[src/hw/rtl/mfu_pkg.sv]
package mfu_pkg;

   localparam int MAX_FRAMES_DEF = 16;
   localparam int PAGE_BITS_DEF  = 16;
   localparam int COUNT_BITS_DEF = 16;

   localparam int PAGE_FIELD_BITS  = 16;
   localparam int SLOT_FIELD_BITS  = 4;
   localparam int TOTAL_FIELD_BITS = 32;
   localparam int FRAMES_CSR_BITS  = 5;

   localparam logic [FRAMES_CSR_BITS-1:0] FRAMES_RESET = 5'd4;

   typedef struct packed {
      logic [PAGE_FIELD_BITS-1:0] page_number;
      logic                       last_reference;
   } req_type;

   typedef struct packed {
      logic                        was_fault;
      logic [SLOT_FIELD_BITS-1:0]  frame_slot;
      logic                        evicted_valid;
      logic [PAGE_FIELD_BITS-1:0]  evicted_page;
      logic [TOTAL_FIELD_BITS-1:0] fault_total;
      logic                        string_done;
   } rsp_type;

   typedef enum logic [2:0] {
      S_IDLE,
      S_SEARCH,
      S_SCAN,
      S_VICTIM,
      S_WRITE
   } state_type;

   typedef enum logic {
      CMP_MATCH,
      CMP_MAX
   } cmp_op_type;

   typedef struct packed {
      cmp_op_type op;
      logic       first;
      logic       step;
   } cmp_ctrl_type;

endpackage

[src/hw/rtl/mfu_frame_store.sv]
module mfu_frame_store
   import mfu_pkg::*;
#(
   parameter int MAX_FRAMES = MAX_FRAMES_DEF,
   parameter int PAGE_BITS  = PAGE_BITS_DEF,
   parameter int COUNT_BITS = COUNT_BITS_DEF,
   localparam int SLOT_BITS = (MAX_FRAMES > 1) ? $clog2(MAX_FRAMES) : 1
) (
   input  logic                  clock,
   input  logic                  wr_en,
   input  logic [SLOT_BITS-1:0]  wr_slot,
   input  logic [PAGE_BITS-1:0]  wr_page,
   input  logic [COUNT_BITS-1:0] wr_count,
   input  logic [SLOT_BITS-1:0]  rd_slot,
   output logic [PAGE_BITS-1:0]  rd_page,
   output logic [COUNT_BITS-1:0] rd_count
);

   logic [PAGE_BITS-1:0]  page_mem  [MAX_FRAMES];
   logic [COUNT_BITS-1:0] count_mem [MAX_FRAMES];
   logic [PAGE_BITS-1:0]  rd_page_ff;
   logic [COUNT_BITS-1:0] rd_count_ff;

   always_ff @(posedge clock) begin
      if (wr_en) begin
         page_mem[wr_slot]  <= wr_page;
         count_mem[wr_slot] <= wr_count;
      end
      rd_page_ff  <= page_mem[rd_slot];
      rd_count_ff <= count_mem[rd_slot];
   end

   assign rd_page  = rd_page_ff;
   assign rd_count = rd_count_ff;

endmodule

[src/hw/rtl/mfu_cmp_unit.sv]
module mfu_cmp_unit
   import mfu_pkg::*;
#(
   parameter int MAX_FRAMES = MAX_FRAMES_DEF,
   parameter int PAGE_BITS  = PAGE_BITS_DEF,
   parameter int COUNT_BITS = COUNT_BITS_DEF,
   localparam int SLOT_BITS = (MAX_FRAMES > 1) ? $clog2(MAX_FRAMES) : 1
) (
   input  logic                  clock,
   input  cmp_ctrl_type          ctrl,
   input  logic [PAGE_BITS-1:0]  key_page,
   input  logic [PAGE_BITS-1:0]  rd_page,
   input  logic [COUNT_BITS-1:0] rd_count,
   input  logic                  rd_valid,
   input  logic [SLOT_BITS-1:0]  rd_slot,
   output logic                  match,
   output logic [SLOT_BITS-1:0]  best_slot
);

   logic [COUNT_BITS-1:0] best_count_ff;
   logic [SLOT_BITS-1:0]  best_slot_ff;
   logic [COUNT_BITS-1:0] cand;
   logic                  take;

   // a slot that holds no page counts as zero
   assign cand  = rd_valid ? rd_count : '0;
   assign match = (ctrl.op == CMP_MATCH) && rd_valid && (rd_page == key_page);
   // strictly greater keeps the first of equal maxima
   assign take  = (ctrl.op == CMP_MAX) && (ctrl.first || (cand > best_count_ff));
   assign best_slot = take ? rd_slot : best_slot_ff;

   always_ff @(posedge clock) begin
      if (ctrl.step && take) begin
         best_count_ff <= cand;
         best_slot_ff  <= rd_slot;
      end
   end

endmodule

[src/hw/rtl/mfu_page_replacement.sv]
// Most-frequently-used page replacement unit.
// req channel: one beat per page reference (page number, last-reference flag).
// rsp channel: one beat per reference: fault flag, slot used, evicted page,
// running fault total and an echo of the last-reference flag.
// csr port: csr_wr_en / csr_wr_data write the frame count (0 acts as 1,
// values above MAX_FRAMES act as MAX_FRAMES); write it only while idle.
// Flow, with n active frames: the table is walked one slot per cycle
// through the single read port of the frame store. A hit ends the match
// walk at its slot and goes to the write step, a miss while the table
// fills walks all n slots before the write, and a miss on a full table
// runs match walk, max-count scan, victim read and write. One item is
// in work at a time; a new request can be taken the cycle after the write.
// The result sits in an output register: a stalled rsp side does not stop
// the next request from being taken, only the write step of that next item
// waits until the previous beat has left.
// Reset (synchronous, active high) clears all slots, the pointer, the fault
// total and sets the frame count to 4. A last-reference beat clears the same
// state after its result is formed; the frame count is kept.
module mfu_page_replacement
   import mfu_pkg::*;
#(
   parameter int MAX_FRAMES = MAX_FRAMES_DEF,
   parameter int PAGE_BITS  = PAGE_BITS_DEF,
   parameter int COUNT_BITS = COUNT_BITS_DEF
) (
   input  logic                       clock,
   input  logic                       reset,
   input  logic                       req_valid,
   output logic                       req_ready,
   input  req_type                    req_data,
   output logic                       rsp_valid,
   input  logic                       rsp_ready,
   output rsp_type                    rsp_data,
   input  logic                       csr_wr_en,
   input  logic [FRAMES_CSR_BITS-1:0] csr_wr_data
);

   localparam int SLOT_BITS = (MAX_FRAMES > 1) ? $clog2(MAX_FRAMES) : 1;
   localparam int N_BITS    = $clog2(MAX_FRAMES + 1);

   state_type                   state_ff, state_in;
   logic                        rsp_valid_ff, rsp_valid_in;
   rsp_type                     rsp_ff, rsp_in;
   logic [MAX_FRAMES-1:0]       valid_ff, valid_in;
   logic [SLOT_BITS-1:0]        next_slot_ff, next_slot_in;
   logic                        table_full_ff, table_full_in;
   logic [TOTAL_FIELD_BITS-1:0] fault_cnt_ff, fault_cnt_in;
   logic [FRAMES_CSR_BITS-1:0]  frames_ff, frames_in;
   logic [PAGE_BITS-1:0]        key_ff, key_in;
   logic                        last_ff, last_in;
   logic [N_BITS-1:0]           n_ff, n_in;
   logic [SLOT_BITS-1:0]        rd_slot_ff, rd_slot_in;
   logic [SLOT_BITS-1:0]        step_ff, step_in;
   logic [SLOT_BITS-1:0]        slot_ff, slot_in;
   logic                        fault_ff, fault_in;
   logic [COUNT_BITS-1:0]       wcount_ff, wcount_in;
   logic                        ev_valid_ff, ev_valid_in;
   logic [PAGE_BITS-1:0]        ev_page_ff, ev_page_in;

   logic                        req_accept;
   logic                        rsp_free;
   logic [N_BITS-1:0]           active_n;
   logic [SLOT_BITS-1:0]        last_slot;
   logic                        full_eff;
   logic [TOTAL_FIELD_BITS-1:0] fault_sat;
   logic                        wr_en;
   cmp_ctrl_type                cmp_ctrl;
   logic [PAGE_BITS-1:0]        rd_page;
   logic [COUNT_BITS-1:0]       rd_count;
   logic                        match;
   logic [SLOT_BITS-1:0]        best_slot;

   function automatic logic [SLOT_BITS-1:0] wrap_next(input logic [SLOT_BITS-1:0] s,
                                                      input logic [N_BITS-1:0] n);
      logic [N_BITS-1:0] inc;
      inc = N_BITS'(s) + N_BITS'(1);
      return (inc < n) ? SLOT_BITS'(inc) : '0;
   endfunction

   mfu_frame_store #(
      .MAX_FRAMES (MAX_FRAMES),
      .PAGE_BITS  (PAGE_BITS),
      .COUNT_BITS (COUNT_BITS)
   ) u_store (
      .clock    (clock),
      .wr_en    (wr_en),
      .wr_slot  (slot_ff),
      .wr_page  (key_ff),
      .wr_count (wcount_ff),
      .rd_slot  (rd_slot_in),
      .rd_page  (rd_page),
      .rd_count (rd_count)
   );

   mfu_cmp_unit #(
      .MAX_FRAMES (MAX_FRAMES),
      .PAGE_BITS  (PAGE_BITS),
      .COUNT_BITS (COUNT_BITS)
   ) u_cmp (
      .clock     (clock),
      .ctrl      (cmp_ctrl),
      .key_page  (key_ff),
      .rd_page   (rd_page),
      .rd_count  (rd_count),
      .rd_valid  (valid_ff[rd_slot_ff]),
      .rd_slot   (rd_slot_ff),
      .match     (match),
      .best_slot (best_slot)
   );

   always_comb begin
      if (frames_ff == '0) begin
         active_n = N_BITS'(1);
      end else if (32'(frames_ff) > MAX_FRAMES) begin
         active_n = N_BITS'(MAX_FRAMES);
      end else begin
         active_n = N_BITS'(frames_ff);
      end
   end

   assign req_accept = req_valid && req_ready;
   assign rsp_free   = !rsp_valid_ff || rsp_ready;
   assign last_slot  = SLOT_BITS'(n_ff - N_BITS'(1));
   assign full_eff   = table_full_ff || !(N_BITS'(next_slot_ff) < n_ff);
   assign fault_sat  = (fault_cnt_ff == '1) ? fault_cnt_ff : fault_cnt_ff + 1'b1;

   // next state
   always_comb begin
      state_in = state_ff;
      case (state_ff)
         S_IDLE: begin
            if (req_valid) state_in = S_SEARCH;
         end
         S_SEARCH: begin
            if (match) begin
               state_in = S_WRITE;
            end else if (rd_slot_ff == last_slot) begin
               state_in = full_eff ? S_SCAN : S_WRITE;
            end
         end
         S_SCAN: begin
            if (step_ff == last_slot) state_in = S_VICTIM;
         end
         S_VICTIM: state_in = S_WRITE;
         S_WRITE: begin
            if (rsp_free) state_in = S_IDLE;
         end
         default: state_in = S_IDLE;
      endcase
   end

   // control outputs
   always_comb begin
      req_ready      = (state_ff == S_IDLE);
      wr_en          = (state_ff == S_WRITE) && rsp_free;
      cmp_ctrl.op    = (state_ff == S_SCAN) ? CMP_MAX : CMP_MATCH;
      cmp_ctrl.first = (step_ff == '0);
      cmp_ctrl.step  = (state_ff == S_SCAN);
   end

   // datapath; the store read address is rd_slot_in, so its data matches rd_slot_ff
   always_comb begin
      rsp_valid_in  = rsp_valid_ff && !rsp_ready;
      rsp_in        = rsp_ff;
      valid_in      = valid_ff;
      next_slot_in  = next_slot_ff;
      table_full_in = table_full_ff;
      fault_cnt_in  = fault_cnt_ff;
      frames_in     = csr_wr_en ? csr_wr_data : frames_ff;
      key_in        = key_ff;
      last_in       = last_ff;
      n_in          = n_ff;
      rd_slot_in    = rd_slot_ff;
      step_in       = step_ff;
      slot_in       = slot_ff;
      fault_in      = fault_ff;
      wcount_in     = wcount_ff;
      ev_valid_in   = ev_valid_ff;
      ev_page_in    = ev_page_ff;
      case (state_ff)
         S_IDLE: begin
            if (req_accept) begin
               key_in     = PAGE_BITS'(req_data.page_number);
               last_in    = req_data.last_reference;
               n_in       = active_n;
               rd_slot_in = '0;
            end
         end
         S_SEARCH: begin
            if (match) begin
               slot_in     = rd_slot_ff;
               fault_in    = 1'b0;
               wcount_in   = (rd_count == '1) ? rd_count : rd_count + 1'b1;
               ev_valid_in = 1'b0;
               ev_page_in  = '0;
            end else if (rd_slot_ff == last_slot) begin
               fault_in    = 1'b1;
               wcount_in   = COUNT_BITS'(1);
               ev_valid_in = 1'b0;
               ev_page_in  = '0;
               if (!full_eff) begin
                  slot_in       = next_slot_ff;
                  next_slot_in  = wrap_next(next_slot_ff, n_ff);
                  table_full_in = (wrap_next(next_slot_ff, n_ff) == '0);
               end else begin
                  // a stale pointer past the frame count starts the scan at slot 0
                  table_full_in = 1'b1;
                  rd_slot_in    = (N_BITS'(next_slot_ff) < n_ff) ? next_slot_ff : '0;
                  step_in       = '0;
               end
            end else begin
               rd_slot_in = rd_slot_ff + 1'b1;
            end
         end
         S_SCAN: begin
            step_in    = step_ff + 1'b1;
            rd_slot_in = wrap_next(rd_slot_ff, n_ff);
            if (step_ff == last_slot) begin
               slot_in    = best_slot;
               rd_slot_in = best_slot;
            end
         end
         S_VICTIM: begin
            ev_valid_in  = valid_ff[slot_ff];
            ev_page_in   = valid_ff[slot_ff] ? rd_page : '0;
            next_slot_in = wrap_next(slot_ff, n_ff);
         end
         S_WRITE: begin
            if (rsp_free) begin
               rsp_valid_in           = 1'b1;
               rsp_in.was_fault       = fault_ff;
               rsp_in.frame_slot      = SLOT_FIELD_BITS'(slot_ff);
               rsp_in.evicted_valid   = ev_valid_ff;
               rsp_in.evicted_page    = PAGE_FIELD_BITS'(ev_page_ff);
               rsp_in.fault_total     = fault_ff ? fault_sat : fault_cnt_ff;
               rsp_in.string_done     = last_ff;
               valid_in[slot_ff]      = 1'b1;
               if (fault_ff) fault_cnt_in = fault_sat;
               if (last_ff) begin
                  valid_in      = '0;
                  next_slot_in  = '0;
                  table_full_in = 1'b0;
                  fault_cnt_in  = '0;
               end
            end
         end
         default: begin
            rsp_in = rsp_ff;
         end
      endcase
   end

   always_ff @(posedge clock) begin
      if (reset) begin
         state_ff      <= S_IDLE;
         rsp_valid_ff  <= 1'b0;
         valid_ff      <= '0;
         next_slot_ff  <= '0;
         table_full_ff <= 1'b0;
         fault_cnt_ff  <= '0;
         frames_ff     <= FRAMES_RESET;
         step_ff       <= '0;
      end else begin
         state_ff      <= state_in;
         rsp_valid_ff  <= rsp_valid_in;
         valid_ff      <= valid_in;
         next_slot_ff  <= next_slot_in;
         table_full_ff <= table_full_in;
         fault_cnt_ff  <= fault_cnt_in;
         frames_ff     <= frames_in;
         step_ff       <= step_in;
      end
   end

   always_ff @(posedge clock) begin
      rsp_ff      <= rsp_in;
      key_ff      <= key_in;
      last_ff     <= last_in;
      n_ff        <= n_in;
      rd_slot_ff  <= rd_slot_in;
      slot_ff     <= slot_in;
      fault_ff    <= fault_in;
      wcount_ff   <= wcount_in;
      ev_valid_ff <= ev_valid_in;
      ev_page_ff  <= ev_page_in;
   end

   assign rsp_valid = rsp_valid_ff;
   assign rsp_data  = rsp_ff;

   a_accept_starts_walk: assert property (@(posedge clock) disable iff (reset)
      req_valid && req_ready |=> state_ff == S_SEARCH && rd_slot_ff == '0)
      else $error("request beat did not start the walk at slot 0");

   a_slot_in_range: assert property (@(posedge clock) disable iff (reset)
      state_ff == S_WRITE |-> 32'(slot_ff) < 32'(n_ff))
      else $error("chosen slot outside the active frames");

   a_hit_no_evict: assert property (@(posedge clock) disable iff (reset)
      rsp_valid && !rsp_data.was_fault |-> !rsp_data.evicted_valid)
      else $error("hit beat reports an eviction");

   a_full_after_scan: assert property (@(posedge clock) disable iff (reset)
      state_ff == S_SCAN |-> table_full_ff)
      else $error("replacement scan on a table not marked full");

endmodule
[config.mk]
export PLATFORM = sky130hd
export DESIGN_NAME = mfu_page_replacement
export DESIGN_NICKNAME = d
export VERILOG_FILES = /design/src/hw/rtl/mfu_pkg.sv /design/src/hw/rtl/mfu_frame_store.sv /design/src/hw/rtl/mfu_cmp_unit.sv /design/src/hw/rtl/mfu_page_replacement.sv
export SDC_FILE = /design/constraint.sdc
export NUM_CORES = 1
export LEC_CHECK = 0
export ABC_AREA = 0
export BUFFER_PORTS_ARGS = -buffer_cell sky130_fd_sc_hd__buf_4
export CORE_ASPECT_RATIO = 0.9
export CORE_UTILIZATION = 45
export DETAILED_ROUTE_END_ITERATION = 8
export PLACE_DENSITY = 0.75
export SETUP_SLACK_MARGIN = 0.15
export SYNTH_ARGS = -nofsm -noshare
export SYNTH_HDL_FRONTEND = slang
export SYNTH_HIERARCHICAL = 1
export SYNTH_SLANG_ARGS = --single-unit
[constraint.sdc]
create_clock -name clock -period 6 [get_ports clock]
set_clock_uncertainty 0.15 [all_clocks]
set_input_delay 0.9 -clock clock [delete_from_list [all_inputs] [get_ports clock]]
set_output_delay 0.9 -clock clock [all_outputs]
set_load 0.005 [all_outputs]
==> reports/qor.txt, run 1 <==
Fin crit share -> 92.0%
Buf/Inv on CP -> 2
Met3 Use GR -> 4.86%
Clock Tree Buf Depth -> 3
CP Max Fanout -> 24
Met1 Usage GRT -> 27.6%
Layout cells sized above 1 -> 22.8%
Post-DRT Antenna Nets -> 0
Commonest non-fill, non-tap cell in the layout -> edfxtp_1
Vias in the first global route -> 16.6k
Netlist cell types -> 81
CP arrival -> 5.86 ns
Final Power -> 12.3 mW
Cell mode on critical path -> mux4_2
Total CTS buffers -> 70
1st-iter DRT viols -> 1911
Post-synthesis instance area -> 30200 um2
Pins Over Slew Limit -> 0
Layout Nets -> 1973
Crit-path cells -> mux4_2 > mux4_2 > and2_1 > ha_1 > nand4_2 > or4_4 > a21o_1 > a31oi_4 > mux2_2 > a22oi_1 > o221ai_4 > buf_12 > buf_12 > mux4_2 > a22oi_1 > nand2_1
Grt ovf -> 0
Placed wire-length estimate -> 38300 um
Die width -> 275 um
PD cells -> 354 nW/um2
Main flop type after synthesis -> edfxtp_1
Post-synth EDFFs -> 647
Dpl cell area -> 32300 um2
Min-delay src -> ev_valid_ff
Final Wtd Congestion -> 0.874
CTS tree -> built
Failing checks -> DRC
Seq/Total Area, Yosys -> 71.1%
Reg-to-reg slack, setup -> 0.48 ns
Worst path max stage delay -> 0.65 ns
Routed len/inst -> 23.9 um
Worst-path clk slew -> 0.06 ns
First-pass DRT Iterations -> 8
Die area -> 68200 um2
Largest net degree at the start of global routing -> 54
Leakage power -> 11.5 nW
Worst rel slew slack -> 32.6%
Startpoint Class -> register
Final min period -> 5.52 ns
Status -> finished, violations left
Synthesized Nets -> 1832
# IOs -> 84
Rows -> 89
Root Driver -> clkbuf_16
WL final -> 67500 um
Setup TNS -> 0 ns
Final setup viols -> 0
Cells after Synth -> 1760
Worst slack, placed -> 0.346 ns
CTS Sinks -> 749
Crit Path Category -> reg -> reg
Max VDD drop -> 224 uV
CP Capture Type -> register
DR vias -> 16.8k
Worst EP required -> 6.34 ns
Delay-heaviest family, CP -> multiplexers
DRC violations left -> 9
# H-tree levels -> 3
Setup slack after layout -> 0.478 ns
Worst slew pin tran -> 1.01 ns
Initial antenna violation count -> 0
Filler cells -> 5068
Die Y -> 248 um
Worst-Skew Late Latency -> 0.62 ns
Syn_area_per_cell -> 17.2 um2
GRT Overall Usage -> 19.9%
Ant. Diodes -> 0
RSZ-0062 raised after global routing -> no
Register bit total from synthesis -> 749
Ys async rst share -> 0%
CORE AREA -> 65900 um2
Initial core utilization -> 45.8%
Busiest grt layer -> met2
Post-route cell area -> 34600 um2
Fmax -> 181 MHz
Area Growth Syn to Fin -> 14.7%
Commonest non-fill, non-tap cells in the layout -> edfxtp_1, mux4_2, buf_4
Worst Setup SP -> rd_slot_ff[0]
Synth warnings -> 6
Port Buffer Count -> 83
Max Cap Viol -> 0
Hold Fails Final Rpt -> 0
Hold crit path type -> reg -> reg
Global-route wire length before repair -> 101000 um
Crit Reg-Reg Startpoint -> rd_slot_ff[0]
Vias per cell -> 5.94
Slowest library cell on the worst path -> mux4_2
Grt met2 use -> 31.2%
-- area by class of cell --
type / instances / area [um2] / share of cell area (%)
Sequential cell: 749 / 21500 / 62.0
Multi-Input combinational cell: 885 / 8310 / 24.0
Clock buffer: 104 / 1990 / 5.75
Timing Repair Buffer: 150 / 1350 / 3.90
Tap cell: 864 / 1080 / 3.12
Clock inverter: 25 / 272 / 0.784
Inverter: 45 / 169 / 0.488
-- worst register-to-register path, stage by stage, from the launching register on --
cell      delay [ns]
dfxtp_2         0.41
mux4_2          0.52
mux4_2          0.65
and2_1          0.23
ha_1            0.33
nand4_2         0.15
or4_4           0.58
a21o_1          0.20
a31oi_4         0.26
mux2_2          0.39
a22oi_1         0.26
o221ai_4        0.20
buf_12          0.22
buf_12          0.21
mux4_2          0.30
a22oi_1         0.25
nand2_1         0.09
-- worst paths after layout --
check,end,cells after the start
hold reg to reg,rsp_data[49],0
setup reg to reg,u_store/rd_page[7],16
hold / removal,rsp_data[49],0
setup / recovery,u_store/rd_page[7],16
-- flip-flops by register name, summed over array words and instances (netlist names), 3 cells and up --
name	flops
ev_page_ff	16
fault_cnt_ff	32
frames_ff	5
key_ff	16
n_ff	5
next_slot_ff	4
rd_slot_ff	4
rsp_data	55
slot_ff	4
state_ff	3
step_ff	4
u_cmp/best_count_ff	16
u_cmp/best_slot_ff	4
u_store/count_mem	256
u_store/page_mem	256
u_store/rd_count	16
u_store/rd_page	16
valid_ff	16
wcount_ff	16
-- synth_stat cells (6+ instances only) --
cell type / instances / area share [%]
a21oi_1: 60 / 0.99
a22oi_1: 68 / 1.7
a31oi_1: 22 / 0.46
and2_1: 40 / 0.83
and3_1: 14 / 0.29
and4_1: 6 / 0.17
buf_1: 10 / 0.12
buf_2: 9 / 0.15
buf_4: 11 / 0.27
clkbuf_1: 45 / 0.56
dfxtp_1: 102 / 6.8
edfxtp_1: 647 / 64
ha_1: 45 / 1.9
inv_1: 44 / 0.55
mux2i_1: 14 / 0.46
mux4_2: 138 / 10
nand2_1: 90 / 1.1
nand2b_1: 7 / 0.14
nand3_1: 30 / 0.50
nand3b_1: 8 / 0.20
nand4_1: 19 / 0.39
nor2_1: 76 / 0.94
nor2b_1: 7 / 0.14
nor3_1: 15 / 0.25
o211ai_1: 7 / 0.17
o21ai_0: 38 / 0.63
o31ai_1: 9 / 0.22
or3_1: 18 / 0.37
xnor2_1: 45 / 1.3
xor2_1: 28 / 0.81
-- power by group --
part / switching, mW / total [mW] / internal (mW)
sequential: 0.262 / 6.09 / 5.83
combinational: 0.872 / 1.81 / 0.939
clock: 1.90 / 4.36 / 2.46
total: 3.03 / 12.3 / 9.23
-- repair_timing --
action                                  in CTS  in global routing
gates resized for setup                      0                  2
setup buffers                                0                  4
endpoints found under the setup margin       0                 14
hold buffers                                 0                  0
-- logic make-up (layout without fill, tap and decap cells) --
| family | count (synthesis) | count (layout) | synth area share, % |
|---|---|---|---|
| compound gates | 243 | 243 | 5.37 |
| xor+xnor | 74 | 74 | 2.19 |
| fa+ha+maj | 45 | 45 | 1.86 |
| buf+inv | 127 | 324 | 2.01 |
| flops | 749 | 749 | 71.1 |
| mux | 158 | 158 | 11.0 |
| simple gates | 364 | 365 | 6.52 |
-- per-stage QoR --
| step | hold WS, ns | std cells | utilization (%) |
|---|---|---|---|
| 2_1_floorplan | 0.250 | 1760 | - |
| 3_3_place_gp | 0.258 | 2688 | 49.0 |
| 3_5_place_dp | 0.256 | 2688 | 49.0 |
| 4_1_cts | 0.269 | 2817 | 52.5 |
| 5_1_grt | 0.271 | 2822 | 52.6 |
| 6_report | 0.267 | 2822 | 52.6 |
-- routing by layer --
| layer | part of all wire (%) | routed length [um] |
|---|---|---|
| met1 | 41 | 28000 |
| met2 | 47 | 31500 |
| met3 | 9.4 | 6360 |
| met4 | 2.5 | 1670 |
| met5 | 0 | 0 |
Power figures use the tool's default switching activity.
==> run 2, diff against run 1 <==
- PLACE_DENSITY: 0.75 -> 0.73
- clock period: 6 -> 5.7 ns (I/O delays scaled with it)
==> run 2 against run 1 <==
  * Power up 6.3%
  * Utilization increased by 0.33 points
  * Cell area rose by 0.62%
  * The flow still finishes with violations (DRC)
  * First-iteration DRC count increased by 5.2%
  * Register-to-register slack worse by 0.11 ns
  * Sequential power rose by 5.4%
  * Combinational power is 8% higher
  * Largest power group unchanged
==> reports/qor.txt, run 2 (same netlist as run 1, synthesis figures left out) <==
DRC violations left -> 9 (unchanged)
Total CTS buffers -> 70 (unchanged)
Final setup viols -> 0 (unchanged)
Final Power -> 13.0 mW (+6.3%)
Pins Over Slew Limit -> 0 (unchanged)
Hold Fails Final Rpt -> 0 (unchanged)
Worst slew pin tran -> 1.05 ns (+0.0390 ns)
Clock Tree Buf Depth -> 3 (unchanged)
Status -> finished, violations left
Fin util -> 52.9% (+0.33 points)
First-pass DRT Iterations -> 9 (+1)
Fin crit share -> 93.5% (+1.5 points)
Largest net degree at the start of global routing -> 61 (+13%)
CORE AREA -> 65900 um2 (unchanged)
Post-DRT Antenna Nets -> 0 (unchanged)
Grt ovf -> 0 (unchanged)
Die area -> 68200 um2 (unchanged)
CP Capture Type -> register
CTS tree -> built
Vias in the first global route -> 16.5k (-0.45%)
CTS Sinks -> 749 (unchanged)
Crit Path Category -> reg -> reg
Setup slack after layout -> 0.369 ns (-0.108 ns)
Area Growth Syn to Fin -> 15.4%
Worst hold slack -> 0.267 ns (-0.000481 ns)
Failing checks -> DRC
Final min period -> 5.33 ns (-0.192 ns)
Initial antenna violation count -> 0 (unchanged)
Worst-Skew Late Latency -> 0.61 ns (about the same)
Setup TNS -> 0 ns (unchanged)
Ant. Diodes -> 0 (unchanged)
Leakage power -> 11.6 nW (+0.86%)
Layout Nets -> 1984 (+0.56%)
Worst rel slew slack -> 30.0% (-2.6 points)
Initial core utilization -> 45.8% (unchanged)
Worst-path clk slew -> 0.06 ns (about the same)
Commonest non-fill, non-tap cell in the layout -> edfxtp_1
CTS Hold Bufs -> 0 (unchanged)
1st-iter DRT viols -> 2010 (+5.2%)
PD cells -> 374 nW/um2 (+5.6%)
Placed wire-length estimate -> 39700 um (+3.8%)
Crit-path cells -> mux4_2 > mux4_2 > buf_4 > and2_1 > ha_1 > nand2_1 > or4_4 > a21o_1 > a31oi_4 > mux2_2 > nand2_1 > o211ai_1 > buf_12 > buf_12 > mux4_2 > a22oi_1 > nand2_1
DR vias -> 17.0k (+1.7%)
# IOs -> 84 (unchanged)
CP arrival -> 5.67 ns (-0.19 ns)
RSZ-0062 raised after global routing -> no
Root Driver -> clkbuf_16
Rows -> 89 (unchanged)
Layout cells sized above 1 -> 23.2% (+0.35 points)
Slowest library cell on the worst path -> mux4_2
Commonest non-fill, non-tap cells in the layout -> edfxtp_1, mux4_2, buf_4
Fmax -> 188 MHz (+3.6%)
Max VDD drop -> 249 uV (+11%)
Final Wtd Congestion -> 0.853 (-2.4%)
Routed len/inst -> 24.5 um (+2.3%)
CP Max Fanout -> 22 (-8.3%)
Die Y -> 248 um (unchanged)
Startpoint Class -> register
Vias per cell -> 6.02 (+1.3%)
GRT Overall Usage -> 20.2% (+0.31 points)
WL final -> 69300 um (+2.6%)
Port Buffer Count -> 83 (unchanged)
Worst slack, placed -> 0.193 ns (-0.153 ns)
Global-route wire length before repair -> 103000 um (+2.0%)
Hold crit path type -> reg -> reg
# H-tree levels -> 3 (unchanged)
Max Cap Viol -> 0 (unchanged)
Worst EP required -> 6.04 ns (-0.30 ns)
Die width -> 275 um (unchanged)
Worst path max stage delay -> 0.58 ns (-0.07 ns)
## run 2: worst paths after layout
kind	startpoint	endpoint	depth (start not counted)	slack, ns
setup / recovery	rd_slot_ff[0]	u_store/rd_count[4]	17	0.37
hold / removal	ev_valid_ff	rsp_data[49]	0	0.27
setup reg to reg	rd_slot_ff[0]	u_store/rd_count[4]	17	0.37
hold reg to reg	ev_valid_ff	rsp_data[49]	0	0.27
## run 2: per-layer routing
layer  routed length, um  up-vias  GRT usage, %
li1                    -     7286             -
met1               29700     8815          29.1
met2               32400      812          31.4
met3                5640      116          4.00
met4                1520        0          5.56
met5                   0        -             0
## run 2: repair_timing
action / 4_1_cts / 5_1_grt
setup endpoints to repair: 0 / 32
resized for setup: 0 / 5
setup buffers: 0 / 3
## run 2: critical path: cells and delay by family (launching register included)
family | cells | cell delay (ns)
muxes | 4 | 1.88
and+or+nand+nor | 5 | 0.90
AOI/OAI and AO/OA | 4 | 0.86
buffers and inverters | 3 | 0.67
DFF | 1 | 0.40
adders and majority gates | 1 | 0.30
## run 2: metrics by stage
stage,instance area [um2],cells
3_5_place_dp,32400,2696
6_report,34900,2831
5_1_grt,34900,2831
4_1_cts,34700,2823
3_3_place_gp,32400,2696
2_1_floorplan,30200,1760
## run 2: where the power goes
group / switching, mW / total [mW] / internal [mW]
Clock: 1.99 / 4.67 / 2.69
Combinational: 0.944 / 1.95 / 1.00
Sequential: 0.280 / 6.42 / 6.14
Total: 3.21 / 13.0 / 9.83
## run 2: cell type report
type	instances	area (um2)
Multi-Input combinational cell	885	8330
Clock buffer	95	1950
Inverter	45	169
Fill cell	5106	31100
Tap cell	864	1080
Sequential cell	749	21500
Clock inverter	32	342
Timing Repair Buffer	161	1520
